--- src/hba_pkg.sv ---
`timescale 1ns / 1ps

package hba_pkg;

  // fixed field widths
  localparam int unsigned OFF_W  = 16;
  localparam int unsigned SIZE_W = 17;  // rounded size can reach 65536
  localparam int unsigned TOP_W  = 17;
  localparam int unsigned USE_W  = 7;

  // request types
  localparam logic REQ_ALLOC   = 1'b0;
  localparam logic REQ_RELEASE = 1'b1;

  // result status codes
  localparam logic [1:0] ST_OK      = 2'd0;
  localparam logic [1:0] ST_NOSPACE = 2'd1;
  localparam logic [1:0] ST_ZERO    = 2'd2;
  localparam logic [1:0] ST_BAD     = 2'd3;

  // placement policies
  localparam logic [1:0] FIT_FIRST = 2'd0;
  localparam logic [1:0] FIT_BEST  = 2'd1;
  localparam logic [1:0] FIT_WORST = 2'd2;
  localparam logic [1:0] FIT_NEXT  = 2'd3;

  // datapath operations issued by the controller
  typedef enum logic [3:0] {
    OP_NONE,
    OP_LATCH,
    OP_DECIDE,
    OP_SCAN,
    OP_ALLOC,
    OP_SHUP,
    OP_WRNEW,
    OP_RDPREV,
    OP_RDNEXT,
    OP_MERGE,
    OP_SHDN
  } op_e;

  // datapath status seen by the controller
  typedef struct packed {
    logic is_alloc;
    logic size_zero;
    logic rel_null;
    logic scan_done;
    logic pick_vld;
    logic do_split;
    logic shift_done;
  } dp_sts_t;

  // one block table entry
  typedef struct packed {
    logic [OFF_W-1:0] start;
    logic [OFF_W-1:0] pay;
    logic             free;
  } entry_t;

endpackage

--- src/hba_ctrl.sv ---
`timescale 1ns / 1ps

module hba_ctrl (
  input  logic             clk_i,
  input  logic             rst_ni,
  input  logic             start_i,
  input  hba_pkg::dp_sts_t sts_i,
  output hba_pkg::op_e     op_o,
  output logic             busy_o,
  output logic             done_o
);

  localparam logic [3:0] S_IDLE   = 4'd0;
  localparam logic [3:0] S_DECIDE = 4'd1;
  localparam logic [3:0] S_SCAN   = 4'd2;
  localparam logic [3:0] S_ALLOC  = 4'd3;
  localparam logic [3:0] S_SHUP   = 4'd4;
  localparam logic [3:0] S_WRNEW  = 4'd5;
  localparam logic [3:0] S_RDPREV = 4'd6;
  localparam logic [3:0] S_RDNEXT = 4'd7;
  localparam logic [3:0] S_MERGE  = 4'd8;
  localparam logic [3:0] S_SHDN   = 4'd9;
  localparam logic [3:0] S_DONE   = 4'd10;

  logic [3:0] state_q, state_d;

  always_ff @(posedge clk_i or negedge rst_ni) begin
    if (!rst_ni) begin
      state_q <= S_IDLE;
    end else begin
      state_q <= state_d;
    end
  end

  always_comb begin
    state_d = state_q;
    op_o    = hba_pkg::OP_NONE;
    unique case (state_q)
      S_IDLE: begin
        if (start_i) begin
          op_o    = hba_pkg::OP_LATCH;
          state_d = S_DECIDE;
        end
      end
      S_DECIDE: begin
        op_o = hba_pkg::OP_DECIDE;
        if (sts_i.is_alloc) begin
          state_d = sts_i.size_zero ? S_DONE : S_SCAN;
        end else begin
          state_d = sts_i.rel_null ? S_DONE : S_SCAN;
        end
      end
      S_SCAN: begin
        op_o = hba_pkg::OP_SCAN;
        if (sts_i.scan_done) begin
          if (sts_i.is_alloc) begin
            state_d = S_ALLOC;
          end else begin
            state_d = sts_i.pick_vld ? S_RDPREV : S_DONE;
          end
        end
      end
      S_ALLOC: begin
        op_o    = hba_pkg::OP_ALLOC;
        state_d = sts_i.do_split ? S_SHUP : S_DONE;
      end
      S_SHUP: begin
        op_o = hba_pkg::OP_SHUP;
        if (sts_i.shift_done) state_d = S_WRNEW;
      end
      S_WRNEW: begin
        op_o    = hba_pkg::OP_WRNEW;
        state_d = S_DONE;
      end
      S_RDPREV: begin
        op_o    = hba_pkg::OP_RDPREV;
        state_d = S_RDNEXT;
      end
      S_RDNEXT: begin
        op_o    = hba_pkg::OP_RDNEXT;
        state_d = S_MERGE;
      end
      S_MERGE: begin
        op_o    = hba_pkg::OP_MERGE;
        state_d = S_SHDN;
      end
      S_SHDN: begin
        op_o = hba_pkg::OP_SHDN;
        if (sts_i.shift_done) state_d = S_DONE;
      end
      S_DONE: begin
        state_d = S_IDLE;
      end
      default: begin
        state_d = S_IDLE;
      end
    endcase
  end

  assign busy_o = (state_q != S_IDLE);
  assign done_o = (state_q == S_DONE);

endmodule

--- src/hba_dp.sv ---
`timescale 1ns / 1ps

module hba_dp #(
  parameter int unsigned HEAP_BYTES   = 65536,
  parameter int unsigned MAX_BLOCKS   = 64,
  parameter int unsigned HEADER_BYTES = 32
) (
  input  logic                         clk_i,
  input  logic                         rst_ni,
  input  hba_pkg::op_e                 op_i,
  output hba_pkg::dp_sts_t             sts_o,
  input  logic                         req_type_i,
  input  logic [hba_pkg::OFF_W-1:0]    req_size_i,
  input  logic [hba_pkg::OFF_W-1:0]    release_offset_i,
  input  logic                         fit_mode_we_i,
  input  logic [1:0]                   fit_mode_i,
  output logic [1:0]                   status_o,
  output logic [hba_pkg::OFF_W-1:0]    payload_offset_o,
  output logic [hba_pkg::OFF_W-1:0]    granted_size_o,
  output logic                         reused_o,
  output logic                         split_done_o,
  output logic                         grew_o,
  output logic [1:0]                   merges_o,
  output logic [hba_pkg::USE_W-1:0]    blocks_in_use_o
);

  localparam int unsigned IDX_W = $clog2(MAX_BLOCKS);
  localparam int unsigned CNT_W = $clog2(MAX_BLOCKS + 1);
  localparam int unsigned OW    = hba_pkg::OFF_W;
  localparam int unsigned SW    = hba_pkg::SIZE_W;
  localparam int unsigned TW    = hba_pkg::TOP_W;

  localparam logic [OW-1:0]    H16     = OW'(HEADER_BYTES);
  localparam logic [SW-1:0]    H17     = SW'(HEADER_BYTES);
  localparam logic [TW:0]      H18     = (TW+1)'(HEADER_BYTES);
  localparam logic [TW:0]      HEAP18  = (TW+1)'(HEAP_BYTES);
  localparam logic [OW-1:0]    MIN_SPL = OW'(HEADER_BYTES + 4);
  localparam logic [CNT_W-1:0] MAXB    = CNT_W'(MAX_BLOCKS);

  // block table
  hba_pkg::entry_t mem [MAX_BLOCKS];
  hba_pkg::entry_t rdata_q, wdata;
  logic [IDX_W-1:0] raddr, waddr;
  logic             we;

  always_ff @(posedge clk_i) begin
    if (we) mem[waddr] <= wdata;
    rdata_q <= mem[raddr];
  end

  logic             type_q, type_d;
  logic [SW-1:0]    size_q, size_d;
  logic [OW-1:0]    rel_q, rel_d;
  logic [1:0]       fit_q;
  logic [CNT_W-1:0] total_q, total_d;
  logic [TW-1:0]    top_q, top_d;
  logic [IDX_W-1:0] rover_q, rover_d;
  logic             rover_vld_q, rover_vld_d;
  logic [CNT_W-1:0] cnt_q, cnt_d;
  logic [IDX_W-1:0] cur_q, cur_d;
  logic             rd_vld_q, rd_vld_d;
  logic [IDX_W-1:0] rd_idx_q, rd_idx_d;
  logic             found_q, found_d;
  logic             pick_vld_q, pick_vld_d;
  logic [IDX_W-1:0] pick_idx_q, pick_idx_d;
  logic [OW-1:0]    pick_start_q, pick_start_d;
  logic [OW-1:0]    pick_pay_q, pick_pay_d;
  logic [OW-1:0]    prev_start_q, prev_start_d;
  logic [OW-1:0]    prev_pay_q, prev_pay_d;
  logic             prev_free_q, prev_free_d;
  logic [IDX_W-1:0] sh_src_q, sh_src_d;
  logic [CNT_W-1:0] sh_left_q, sh_left_d;
  logic [1:0]       rmv_q, rmv_d;
  logic [1:0]       status_q, status_d;
  logic [OW-1:0]    poff_q, poff_d;
  logic [OW-1:0]    gsize_q, gsize_d;
  logic             reused_q, reused_d;
  logic             split_q, split_d;
  logic             grew_q, grew_d;
  logic [1:0]       merges_q, merges_d;

  logic             is_alloc, is_first, match, better, take;
  logic [OW-1:0]    rest;
  logic             do_split, grow_ok, scan_done, shift_done;
  logic             pf, nf;
  logic [IDX_W-1:0] s_idx;
  logic [1:0]       r_cnt;
  logic [TW:0]      msum;

  assign is_alloc = (type_q == hba_pkg::REQ_ALLOC);
  assign is_first = !is_alloc || (fit_q == hba_pkg::FIT_FIRST) || (fit_q == hba_pkg::FIT_NEXT);
  assign match    = is_alloc ? (rdata_q.free && ({1'b0, rdata_q.pay} >= size_q))
                             : (!rdata_q.free && (({1'b0, rdata_q.start} + H17) == {1'b0, rel_q}));
  assign better   = !pick_vld_q || is_first
                 || ((fit_q == hba_pkg::FIT_BEST) && (rdata_q.pay < pick_pay_q))
                 || ((fit_q == hba_pkg::FIT_WORST) && (rdata_q.pay > pick_pay_q));
  assign take     = rd_vld_q && !found_q && match && better;

  assign rest     = pick_pay_q - size_q[OW-1:0];
  assign do_split = pick_vld_q && (rest >= MIN_SPL) && (total_q < MAXB);
  assign grow_ok  = (total_q < MAXB)
                 && (({1'b0, top_q} + H18 + {1'b0, size_q}) <= HEAP18);
  assign scan_done  = found_q || ((cnt_q == total_q) && !rd_vld_q);
  assign shift_done = (sh_left_q == '0) && !rd_vld_q;

  // merge terms: survivor index and number of removed entries
  assign pf    = (pick_idx_q != '0) && prev_free_q;
  assign nf    = ((CNT_W'(pick_idx_q) + CNT_W'(1)) < total_q) && rdata_q.free;
  assign s_idx = pf ? (pick_idx_q - IDX_W'(1)) : pick_idx_q;
  assign r_cnt = {1'b0, pf} + {1'b0, nf};
  assign msum  = (TW+1)'(pick_pay_q)
               + (pf ? ((TW+1)'(prev_pay_q) + H18) : '0)
               + (nf ? ((TW+1)'(rdata_q.pay) + H18) : '0);

  always_comb begin
    type_d       = type_q;
    size_d       = size_q;
    rel_d        = rel_q;
    total_d      = total_q;
    top_d        = top_q;
    rover_d      = rover_q;
    rover_vld_d  = rover_vld_q;
    cnt_d        = cnt_q;
    cur_d        = cur_q;
    rd_vld_d     = 1'b0;
    rd_idx_d     = rd_idx_q;
    found_d      = found_q;
    pick_vld_d   = pick_vld_q;
    pick_idx_d   = pick_idx_q;
    pick_start_d = pick_start_q;
    pick_pay_d   = pick_pay_q;
    prev_start_d = prev_start_q;
    prev_pay_d   = prev_pay_q;
    prev_free_d  = prev_free_q;
    sh_src_d     = sh_src_q;
    sh_left_d    = sh_left_q;
    rmv_d        = rmv_q;
    status_d     = status_q;
    poff_d       = poff_q;
    gsize_d      = gsize_q;
    reused_d     = reused_q;
    split_d      = split_q;
    grew_d       = grew_q;
    merges_d     = merges_q;
    we           = 1'b0;
    waddr        = cur_q;
    wdata        = rdata_q;
    raddr        = cur_q;
    unique case (op_i)
      hba_pkg::OP_NONE: begin
      end
      hba_pkg::OP_LATCH: begin
        type_d   = req_type_i;
        size_d   = ({1'b0, req_size_i} + SW'(3)) & ~SW'(3);
        rel_d    = release_offset_i;
        status_d = hba_pkg::ST_OK;
        poff_d   = '0;
        gsize_d  = '0;
        reused_d = 1'b0;
        split_d  = 1'b0;
        grew_d   = 1'b0;
        merges_d = '0;
      end
      hba_pkg::OP_DECIDE: begin
        if (is_alloc && (size_q == '0)) status_d = hba_pkg::ST_ZERO;
        cnt_d      = '0;
        found_d    = 1'b0;
        pick_vld_d = 1'b0;
        if (is_alloc && (fit_q == hba_pkg::FIT_NEXT) && rover_vld_q
            && ((CNT_W'(rover_q) + CNT_W'(1)) < total_q)) begin
          cur_d = rover_q + IDX_W'(1);
        end else begin
          cur_d = '0;
        end
      end
      hba_pkg::OP_SCAN: begin
        if (take) begin
          pick_vld_d   = 1'b1;
          pick_idx_d   = rd_idx_q;
          pick_start_d = rdata_q.start;
          pick_pay_d   = rdata_q.pay;
          found_d      = is_first;
          if (is_alloc && (fit_q == hba_pkg::FIT_NEXT)) begin
            rover_d     = rd_idx_q;
            rover_vld_d = 1'b1;
          end
        end
        if ((cnt_q != total_q) && !found_q) begin
          raddr    = cur_q;
          rd_vld_d = 1'b1;
          rd_idx_d = cur_q;
          cnt_d    = cnt_q + CNT_W'(1);
          cur_d    = ((CNT_W'(cur_q) + CNT_W'(1)) >= total_q) ? '0 : (cur_q + IDX_W'(1));
        end
        if (scan_done && !is_alloc && !pick_vld_q) status_d = hba_pkg::ST_BAD;
      end
      hba_pkg::OP_ALLOC: begin
        if (pick_vld_q) begin
          we          = 1'b1;
          waddr       = pick_idx_q;
          wdata.start = pick_start_q;
          wdata.pay   = do_split ? size_q[OW-1:0] : pick_pay_q;
          wdata.free  = 1'b0;
          reused_d    = 1'b1;
          split_d     = do_split;
          poff_d      = pick_start_q + H16;
          gsize_d     = do_split ? size_q[OW-1:0] : pick_pay_q;
          sh_src_d    = IDX_W'(total_q - CNT_W'(1));
          sh_left_d   = total_q - CNT_W'(1) - CNT_W'(pick_idx_q);
        end else if (grow_ok) begin
          we          = 1'b1;
          waddr       = IDX_W'(total_q);
          wdata.start = top_q[OW-1:0];
          wdata.pay   = size_q[OW-1:0];
          wdata.free  = 1'b0;
          total_d     = total_q + CNT_W'(1);
          top_d       = top_q + H17 + size_q;
          grew_d      = 1'b1;
          poff_d      = top_q[OW-1:0] + H16;
          gsize_d     = size_q[OW-1:0];
        end else begin
          status_d = hba_pkg::ST_NOSPACE;
        end
      end
      hba_pkg::OP_SHUP: begin
        if (sh_left_q != '0) begin
          raddr     = sh_src_q;
          rd_vld_d  = 1'b1;
          rd_idx_d  = sh_src_q;
          sh_src_d  = sh_src_q - IDX_W'(1);
          sh_left_d = sh_left_q - CNT_W'(1);
        end
        if (rd_vld_q) begin
          we    = 1'b1;
          waddr = rd_idx_q + IDX_W'(1);
          wdata = rdata_q;
        end
      end
      hba_pkg::OP_WRNEW: begin
        we          = 1'b1;
        waddr       = pick_idx_q + IDX_W'(1);
        wdata.start = pick_start_q + H16 + size_q[OW-1:0];
        wdata.pay   = rest - H16;
        wdata.free  = 1'b1;
        total_d     = total_q + CNT_W'(1);
        if (rover_vld_q && (rover_q > pick_idx_q)) rover_d = rover_q + IDX_W'(1);
      end
      hba_pkg::OP_RDPREV: begin
        raddr = pick_idx_q - IDX_W'(1);
      end
      hba_pkg::OP_RDNEXT: begin
        raddr        = pick_idx_q + IDX_W'(1);
        prev_start_d = rdata_q.start;
        prev_pay_d   = rdata_q.pay;
        prev_free_d  = rdata_q.free;
      end
      hba_pkg::OP_MERGE: begin
        we          = 1'b1;
        waddr       = s_idx;
        wdata.start = pf ? prev_start_q : pick_start_q;
        wdata.pay   = msum[OW-1:0];
        wdata.free  = 1'b1;
        merges_d    = r_cnt;
        total_d     = total_q - CNT_W'(r_cnt);
        rmv_d       = r_cnt;
        sh_src_d    = IDX_W'(CNT_W'(s_idx) + CNT_W'(r_cnt) + CNT_W'(1));
        sh_left_d   = (r_cnt == '0) ? '0
                    : (total_q - CNT_W'(1) - CNT_W'(s_idx) - CNT_W'(r_cnt));
        if (rover_vld_q) begin
          if (CNT_W'(rover_q) > (CNT_W'(s_idx) + CNT_W'(r_cnt))) begin
            rover_d = rover_q - IDX_W'(r_cnt);
          end else if (rover_q > s_idx) begin
            rover_d = s_idx;
          end
        end
      end
      hba_pkg::OP_SHDN: begin
        if (sh_left_q != '0) begin
          raddr     = sh_src_q;
          rd_vld_d  = 1'b1;
          rd_idx_d  = sh_src_q;
          sh_src_d  = sh_src_q + IDX_W'(1);
          sh_left_d = sh_left_q - CNT_W'(1);
        end
        if (rd_vld_q) begin
          we    = 1'b1;
          waddr = rd_idx_q - IDX_W'(rmv_q);
          wdata = rdata_q;
        end
      end
      default: begin
      end
    endcase
  end

  always_ff @(posedge clk_i or negedge rst_ni) begin
    if (!rst_ni) begin
      fit_q       <= hba_pkg::FIT_FIRST;
      total_q     <= '0;
      top_q       <= '0;
      rover_q     <= '0;
      rover_vld_q <= 1'b0;
      rd_vld_q    <= 1'b0;
      found_q     <= 1'b0;
      pick_vld_q  <= 1'b0;
      cnt_q       <= '0;
      sh_left_q   <= '0;
      status_q    <= hba_pkg::ST_OK;
      type_q      <= hba_pkg::REQ_ALLOC;
    end else begin
      if (fit_mode_we_i) fit_q <= fit_mode_i;
      total_q     <= total_d;
      top_q       <= top_d;
      rover_q     <= rover_d;
      rover_vld_q <= rover_vld_d;
      rd_vld_q    <= rd_vld_d;
      found_q     <= found_d;
      pick_vld_q  <= pick_vld_d;
      cnt_q       <= cnt_d;
      sh_left_q   <= sh_left_d;
      status_q    <= status_d;
      type_q      <= type_d;
    end
  end

  always_ff @(posedge clk_i) begin
    size_q       <= size_d;
    rel_q        <= rel_d;
    cur_q        <= cur_d;
    rd_idx_q     <= rd_idx_d;
    pick_idx_q   <= pick_idx_d;
    pick_start_q <= pick_start_d;
    pick_pay_q   <= pick_pay_d;
    prev_start_q <= prev_start_d;
    prev_pay_q   <= prev_pay_d;
    prev_free_q  <= prev_free_d;
    sh_src_q     <= sh_src_d;
    rmv_q        <= rmv_d;
    poff_q       <= poff_d;
    gsize_q      <= gsize_d;
    reused_q     <= reused_d;
    split_q      <= split_d;
    grew_q       <= grew_d;
    merges_q     <= merges_d;
  end

  assign sts_o.is_alloc   = is_alloc;
  assign sts_o.size_zero  = (size_q == '0);
  assign sts_o.rel_null   = (rel_q == '0);
  assign sts_o.scan_done  = scan_done;
  assign sts_o.pick_vld   = pick_vld_q;
  assign sts_o.do_split   = do_split;
  assign sts_o.shift_done = shift_done;

  assign status_o         = status_q;
  assign payload_offset_o = poff_q;
  assign granted_size_o   = gsize_q;
  assign reused_o         = reused_q;
  assign split_done_o     = split_q;
  assign grew_o           = grew_q;
  assign merges_o         = merges_q;
  assign blocks_in_use_o  = hba_pkg::USE_W'(total_q);

endmodule

--- src/heap_block_allocator.sv ---
`timescale 1ns / 1ps

// channel   | handshake                   | payload
// ----------+-----------------------------+--------------------------------------------
// request   | start_i, taken when !busy_o | req_type_i, req_size_i, release_offset_i
// result    | done_o, one-cycle strobe    | status_o, payload_offset_o, granted_size_o,
//           |                             | reused_o, split_done_o, grew_o, merges_o,
//           |                             | blocks_in_use_o
// config    | fit_mode_we_i               | fit_mode_i
//
// the table scan of a request reads one entry per cycle through the single read port
// of the block table, and a split or a merge then also moves table entries
// reset clears the table count, heap top, next-fit mark and fit mode; table contents
// need no clearing since entries past the count are never used
// results cannot be stalled: done_o is high for one cycle, then a new request is taken

module heap_block_allocator #(
  parameter int unsigned HEAP_BYTES   = 65536,
  parameter int unsigned MAX_BLOCKS   = 64,
  parameter int unsigned HEADER_BYTES = 32
) (
  input  logic        clk_i,
  input  logic        rst_ni,
  // request
  input  logic        start_i,
  output logic        busy_o,
  input  logic        req_type_i,
  input  logic [15:0] req_size_i,
  input  logic [15:0] release_offset_i,
  // configuration
  input  logic        fit_mode_we_i,
  input  logic [1:0]  fit_mode_i,
  // result
  output logic        done_o,
  output logic [1:0]  status_o,
  output logic [15:0] payload_offset_o,
  output logic [15:0] granted_size_o,
  output logic        reused_o,
  output logic        split_done_o,
  output logic        grew_o,
  output logic [1:0]  merges_o,
  output logic [6:0]  blocks_in_use_o
);

  // operation from the sequencer, status back from the table datapath
  hba_pkg::op_e     op;
  hba_pkg::dp_sts_t sts;

  // sequencer: latch, scan, then allocate/grow or merge, moving entries as needed
  hba_ctrl u_ctrl (
    .clk_i   (clk_i),
    .rst_ni  (rst_ni),
    .start_i (start_i),
    .sts_i   (sts),
    .op_o    (op),
    .busy_o  (busy_o),
    .done_o  (done_o)
  );

  // block table, scan and pick logic, heap top, next-fit mark, result registers
  hba_dp #(
    .HEAP_BYTES   (HEAP_BYTES),
    .MAX_BLOCKS   (MAX_BLOCKS),
    .HEADER_BYTES (HEADER_BYTES)
  ) u_dp (
    .clk_i            (clk_i),
    .rst_ni           (rst_ni),
    .op_i             (op),
    .sts_o            (sts),
    .req_type_i       (req_type_i),
    .req_size_i       (req_size_i),
    .release_offset_i (release_offset_i),
    .fit_mode_we_i    (fit_mode_we_i),
    .fit_mode_i       (fit_mode_i),
    .status_o         (status_o),
    .payload_offset_o (payload_offset_o),
    .granted_size_o   (granted_size_o),
    .reused_o         (reused_o),
    .split_done_o     (split_done_o),
    .grew_o           (grew_o),
    .merges_o         (merges_o),
    .blocks_in_use_o  (blocks_in_use_o)
  );

endmodule

--- config.mk ---
export PLATFORM = sky130hd
export DESIGN_NAME = heap_block_allocator
export DESIGN_NICKNAME = d
export VERILOG_FILES = /design/src/hba_pkg.sv /design/src/hba_ctrl.sv /design/src/hba_dp.sv /design/src/heap_block_allocator.sv
export SDC_FILE = /design/constraint.sdc
export NUM_CORES = 2
export LEC_CHECK = 0
export BUFFER_PORTS_ARGS = -buffer_cell sky130_fd_sc_hd__buf_2
export CAP_MARGIN = 0
export CORE_UTILIZATION = 32
export DETAILED_ROUTE_END_ITERATION = 8
export PLACE_DENSITY_LB_ADDON = 0.3
export SYNTH_ARGS = -nofsm -noshare
export SYNTH_HDL_FRONTEND = slang
export SYNTH_HIERARCHICAL = 1
export SYNTH_SLANG_ARGS = --single-unit
--- constraint.sdc ---
create_clock -name clk_i -period 8.6 [get_ports clk_i]
set_input_delay 0.43 -clock clk_i [delete_from_list [all_inputs] [get_ports clk_i]]
set_output_delay 0.43 -clock clk_i [all_outputs]
set_load 0.05 [all_outputs]
==> results.md <==
- The layout has 28900 filler cells.
- Measured against its own limit, the worst slew margin works out to 6.80%.
- Relative to the synthesized area, the layout overhead comes to 14.7%.
- The via count of the first global-routing pass came to 57000.
- The synthesized netlist contains 105 unique library cells.
- Timing would allow up to 131 MHz.
- The clock passes through at most 4 buffers.
- The highest cell delay on the worst timing path is 1.20 ns.
- The setup path with the least slack is of type reg2reg.
- From left edge to right edge, the die measures 564 um.
- The post-route netlist has 20.3% of its cells at a drive strength greater than 1.
- The wire length of the first global-routing pass is 437 mm.
- Counting both buffers and inverters, the worst setup path holds a total of 0.
- Counting every sink on the clock net gives 2359.
- Leaving out fill and tap cells, the most frequent cells in the layout are 2271 x edfxtp_1, 466 x mux4_2, 443 x nand2_1.
- The per-instance average area after synthesis is 17.1 um2.
- The estimated wirelength of the detail-placed design is 197 mm.
- The count of nets left with antenna violations once routing finished came out at 0.
- The final non-filler cell total is 10600.
- The routed wirelength normalized by instance count is 29.3 um.
- Once the clock tree was built, the setup fixing pass inserted 0 buffers.
- The total count of hold-check failures in the final report was 0.
- The part of the cycle the worst path needs is 88.6%.
- The critical-path cell with the highest stage delay is nor2_4.
- The max-slew violation count is 0.
- After technology mapping, the gate count stands at 5923.
- The run finished with clean final reports.
- At the end of routability-driven placement, the weighted congestion stood at 0.903.
- The final critical delay including setup and external delays is 7.62 ns.
- Counting flops with an async set or reset pin after synthesis yields a share of 2.33%.
- The category of cells accounting for the largest share of critical-path delay is simple AND/OR/NAND/NOR gates.
- The number of instances in the placed design is 10100.
- The total clock buffers created by CTS is 238.
- The critical path goes through ha_1, ha_1, fa_1, xor2_1, nor4_1, o21ai_0, nor4_1, nand4_1, o41ai_4, nand2_1, o21ai_1, nand4bb_1, nor2_4.
- Setup repair after global routing left no endpoint under its margin.
- For the pin with the worst max-slew slack, the measured transition is 1.40 ns.
- The floorplan die area is 318000 um2.
- The total negative slack is 0 ns.
- STA puts the critical path data required time at 9.12 ns.
- Across all register-to-register paths, the minimum setup slack is 0.98 ns.
- The clock network latency to the later pin of the worst-skew pair is 0.93 ns.
- The die is 564 um tall.
- The number of nets in the synthesized netlist is 6173.
- After detailed routing, the number of vias per cell comes to 5.52.
- In this run, the number of DRC markers left after iteration 0 of detailed routing was 7125.
- Data arrives at the worst endpoint at 8.14 ns.
- The first-pass iteration count of the detailed router is 5.
- Entering global routing, the biggest net connects 99 pins.
- The number of max-capacitance violations reported is 0.
- The library cell used most frequently in the layout, excluding fill and tap cells, is edfxtp_1.
- In this run the worst path has a maximum fanout of 33.
- Global routing used 19.1% of the available tracks across all layers.
- Counting flops and latches in the post-synthesis netlist gives 2359.
- The number of placement rows is 205.
- On the final layout, the worst clock skew is 0.112 ns.
- The count of final setup violators is 0.
- Buffers placed on the I/O ports in this run total 86.
- After detailed routing, the number of remaining DRC violations is 0.
- In this run the clock root is driven by a clkbuf_16.
- The startpoint kind of the worst setup timing path is a flop.
- The post-synth design cell area is 101000 um2.
- For this block, the via count after detailed routing is 58300.
- Summing the sequential cell areas from Yosys gives 69.5% of the chip area.
- The H-tree was split into 4 levels.
- The core outline area is 313000 um2.
- The aggregate global routing overflow is 0.
- TritonCTS built the clock tree.
- The total wirelength of the detailed-routed design is 309 mm.
- The type of the most critical hold path is in2reg.
- The initial utilization of the core area, before any placement, comes to 32.3%.
- The initial antenna violation count is 13.
- The total number of nets in the final design is 6474.
- Clock-pin slew was measured on the worst setup and hold paths at 0.07 ns.
- The number of synthesized flops with an enable pin is 2271.
- The number of gates given a new drive strength after cts is 0.
- For this run, the leading register cell type out of synthesis is edfxtp_1.
- 87 I/O pins were placed.
- Yosys printed 6 warnings.
- STA classifies the critical path endpoint as a flop.
metrics by stage:
stage               worst slack [ns]  instance area, um2  utilization (%)  hold slack [ns]
floorplan                      0.829              101000                -            0.134
global placement                1.32              108000             34.5            0.481
detailed placement              1.18              108000             34.5            0.485
CTS                             1.16              116000             37.0            0.103
global route                   0.783              116000             37.0            0.156
finish                         0.981              116000             37.0            0.178
synth_stat cells (all sizes together), types with 18 or more instances:
master  instances  area share [%]
nand2b         22            0.14
dfrtp          55             1.4
nand4          42            0.27
a211oi         27            0.22
nand2         446             1.7
edfxtp       2271              68
o221ai         42            0.36
and3           49            0.30
ha            185             2.3
buf           186             1.3
inv           141            0.52
a31oi          35            0.22
mux2i         183             1.8
o21a           39            0.29
nor3           62            0.31
o21ai         181            0.90
nor2          278             1.0
a21o           34            0.25
dfxtp          33            0.65
xnor2         110            0.95
nor2b          39            0.24
o22ai          62            0.38
nor4           40            0.25
a21oi         191            0.95
fa             26            0.52
clkbuf        113            0.43
a22oi          26            0.19
and2           21            0.13
o211ai         31            0.23
mux4          467              10
a221oi         50            0.46
nand3         104            0.52
xor2           72            0.62
mux2           18            0.20
per-layer routing:
layer  GRT usage (%)  wire, um
met4            5.06      7800
met1            27.7    135000
met2            29.6    141000
met5               0        28
met3            3.43     25500
cell type report:
type | count | area [um2] | area share [%]
diodes | 13 | 32.5 | 0.0281
clock buffers | 293 | 6230 | 5.38
clock inverters | 139 | 1380 | 1.19
inverters | 142 | 533 | 0.460
multi-input cells | 3123 | 29500 | 25.5
flip-flops and latches | 2359 | 70200 | 60.6
well taps | 4140 | 5180 | 4.47
repair buffers | 360 | 2780 | 2.40
path summary, 6_finish.rpt:
| kind | cells after the start | start | end |
|---|---|---|---|
| min in group asynchronous | 3 | rst_ni | u_dp/top_q[14]$_DFFE_PN0P_ |
| max | 13 | u_dp/size_q[3]$_DFFE_PP_ | u_dp/mem[22][28]$_DFFE_PP_ |
| max in group asynchronous | 3 | rst_ni | u_dp/sh_left_q[5]$_DFFE_PN0P_ |
| min reg2reg | 1 | u_dp/rover_vld_q$_DFFE_PN0P_ | u_dp/rover_vld_q$_DFFE_PN0P_ |
| min | 3 | req_size_i[1] | u_dp/size_q[2]$_DFFE_PP_ |
| max reg2reg | 13 | u_dp/size_q[3]$_DFFE_PP_ | u_dp/mem[22][28]$_DFFE_PP_ |
sequential cells by signal (all words and copies together) (netlist names), 4 cells and up:
name                   cells
u_dp/sh_src_q              6
u_dp/rd_idx_q              6
u_ctrl/state_q             4
u_dp/granted_size_o       16
u_dp/rdata_q              33
u_dp/cnt_q                 7
u_dp/pick_pay_q           16
u_dp/rover_q               6
u_dp/rel_q                16
u_dp/cur_q                 6
u_dp/sh_left_q             7
u_dp/prev_start_q         16
u_dp/payload_offset_o     16
u_dp/blocks_in_use_o       7
u_dp/top_q                15
u_dp/prev_pay_q           16
u_dp/pick_idx_q            6
u_dp/size_q               15
u_dp/pick_start_q         16
u_dp/mem                2112
tightest hold or removal path: cells and delay by family:
| kind | cells | cell delay (ns) |
|---|---|---|
| compound gates | 1 | 0.18 |
| buf+inv | 1 | 0.09 |
| simple gates | 1 | 0.14 |
what timing repair did:
item                                   in CTS  in global routing
hold buffers                               37                  0
endpoints found under the hold margin      88                  0
setup endpoints to repair                   0                  0
kinds of logic (layout without fill, tap and decap cells):
kind of cell,after synthesis,count (layout),synth area share (%)
AO/OA/AOI/OAI,874,874,5.89
XOR/XNOR,182,182,1.58
adder cells (fa/ha/maj),211,211,2.81
buffers and inverters,441,934,2.21
flip-flops,2359,2359,69.5
multiplexers,668,668,12.4
other,0,13,0
AND/OR/NAND/NOR,1188,1188,5.55
Power is left out: the tool's default activity adds up to more than one toggle a clock period on the data nets, which glitch-free logic cannot reach.
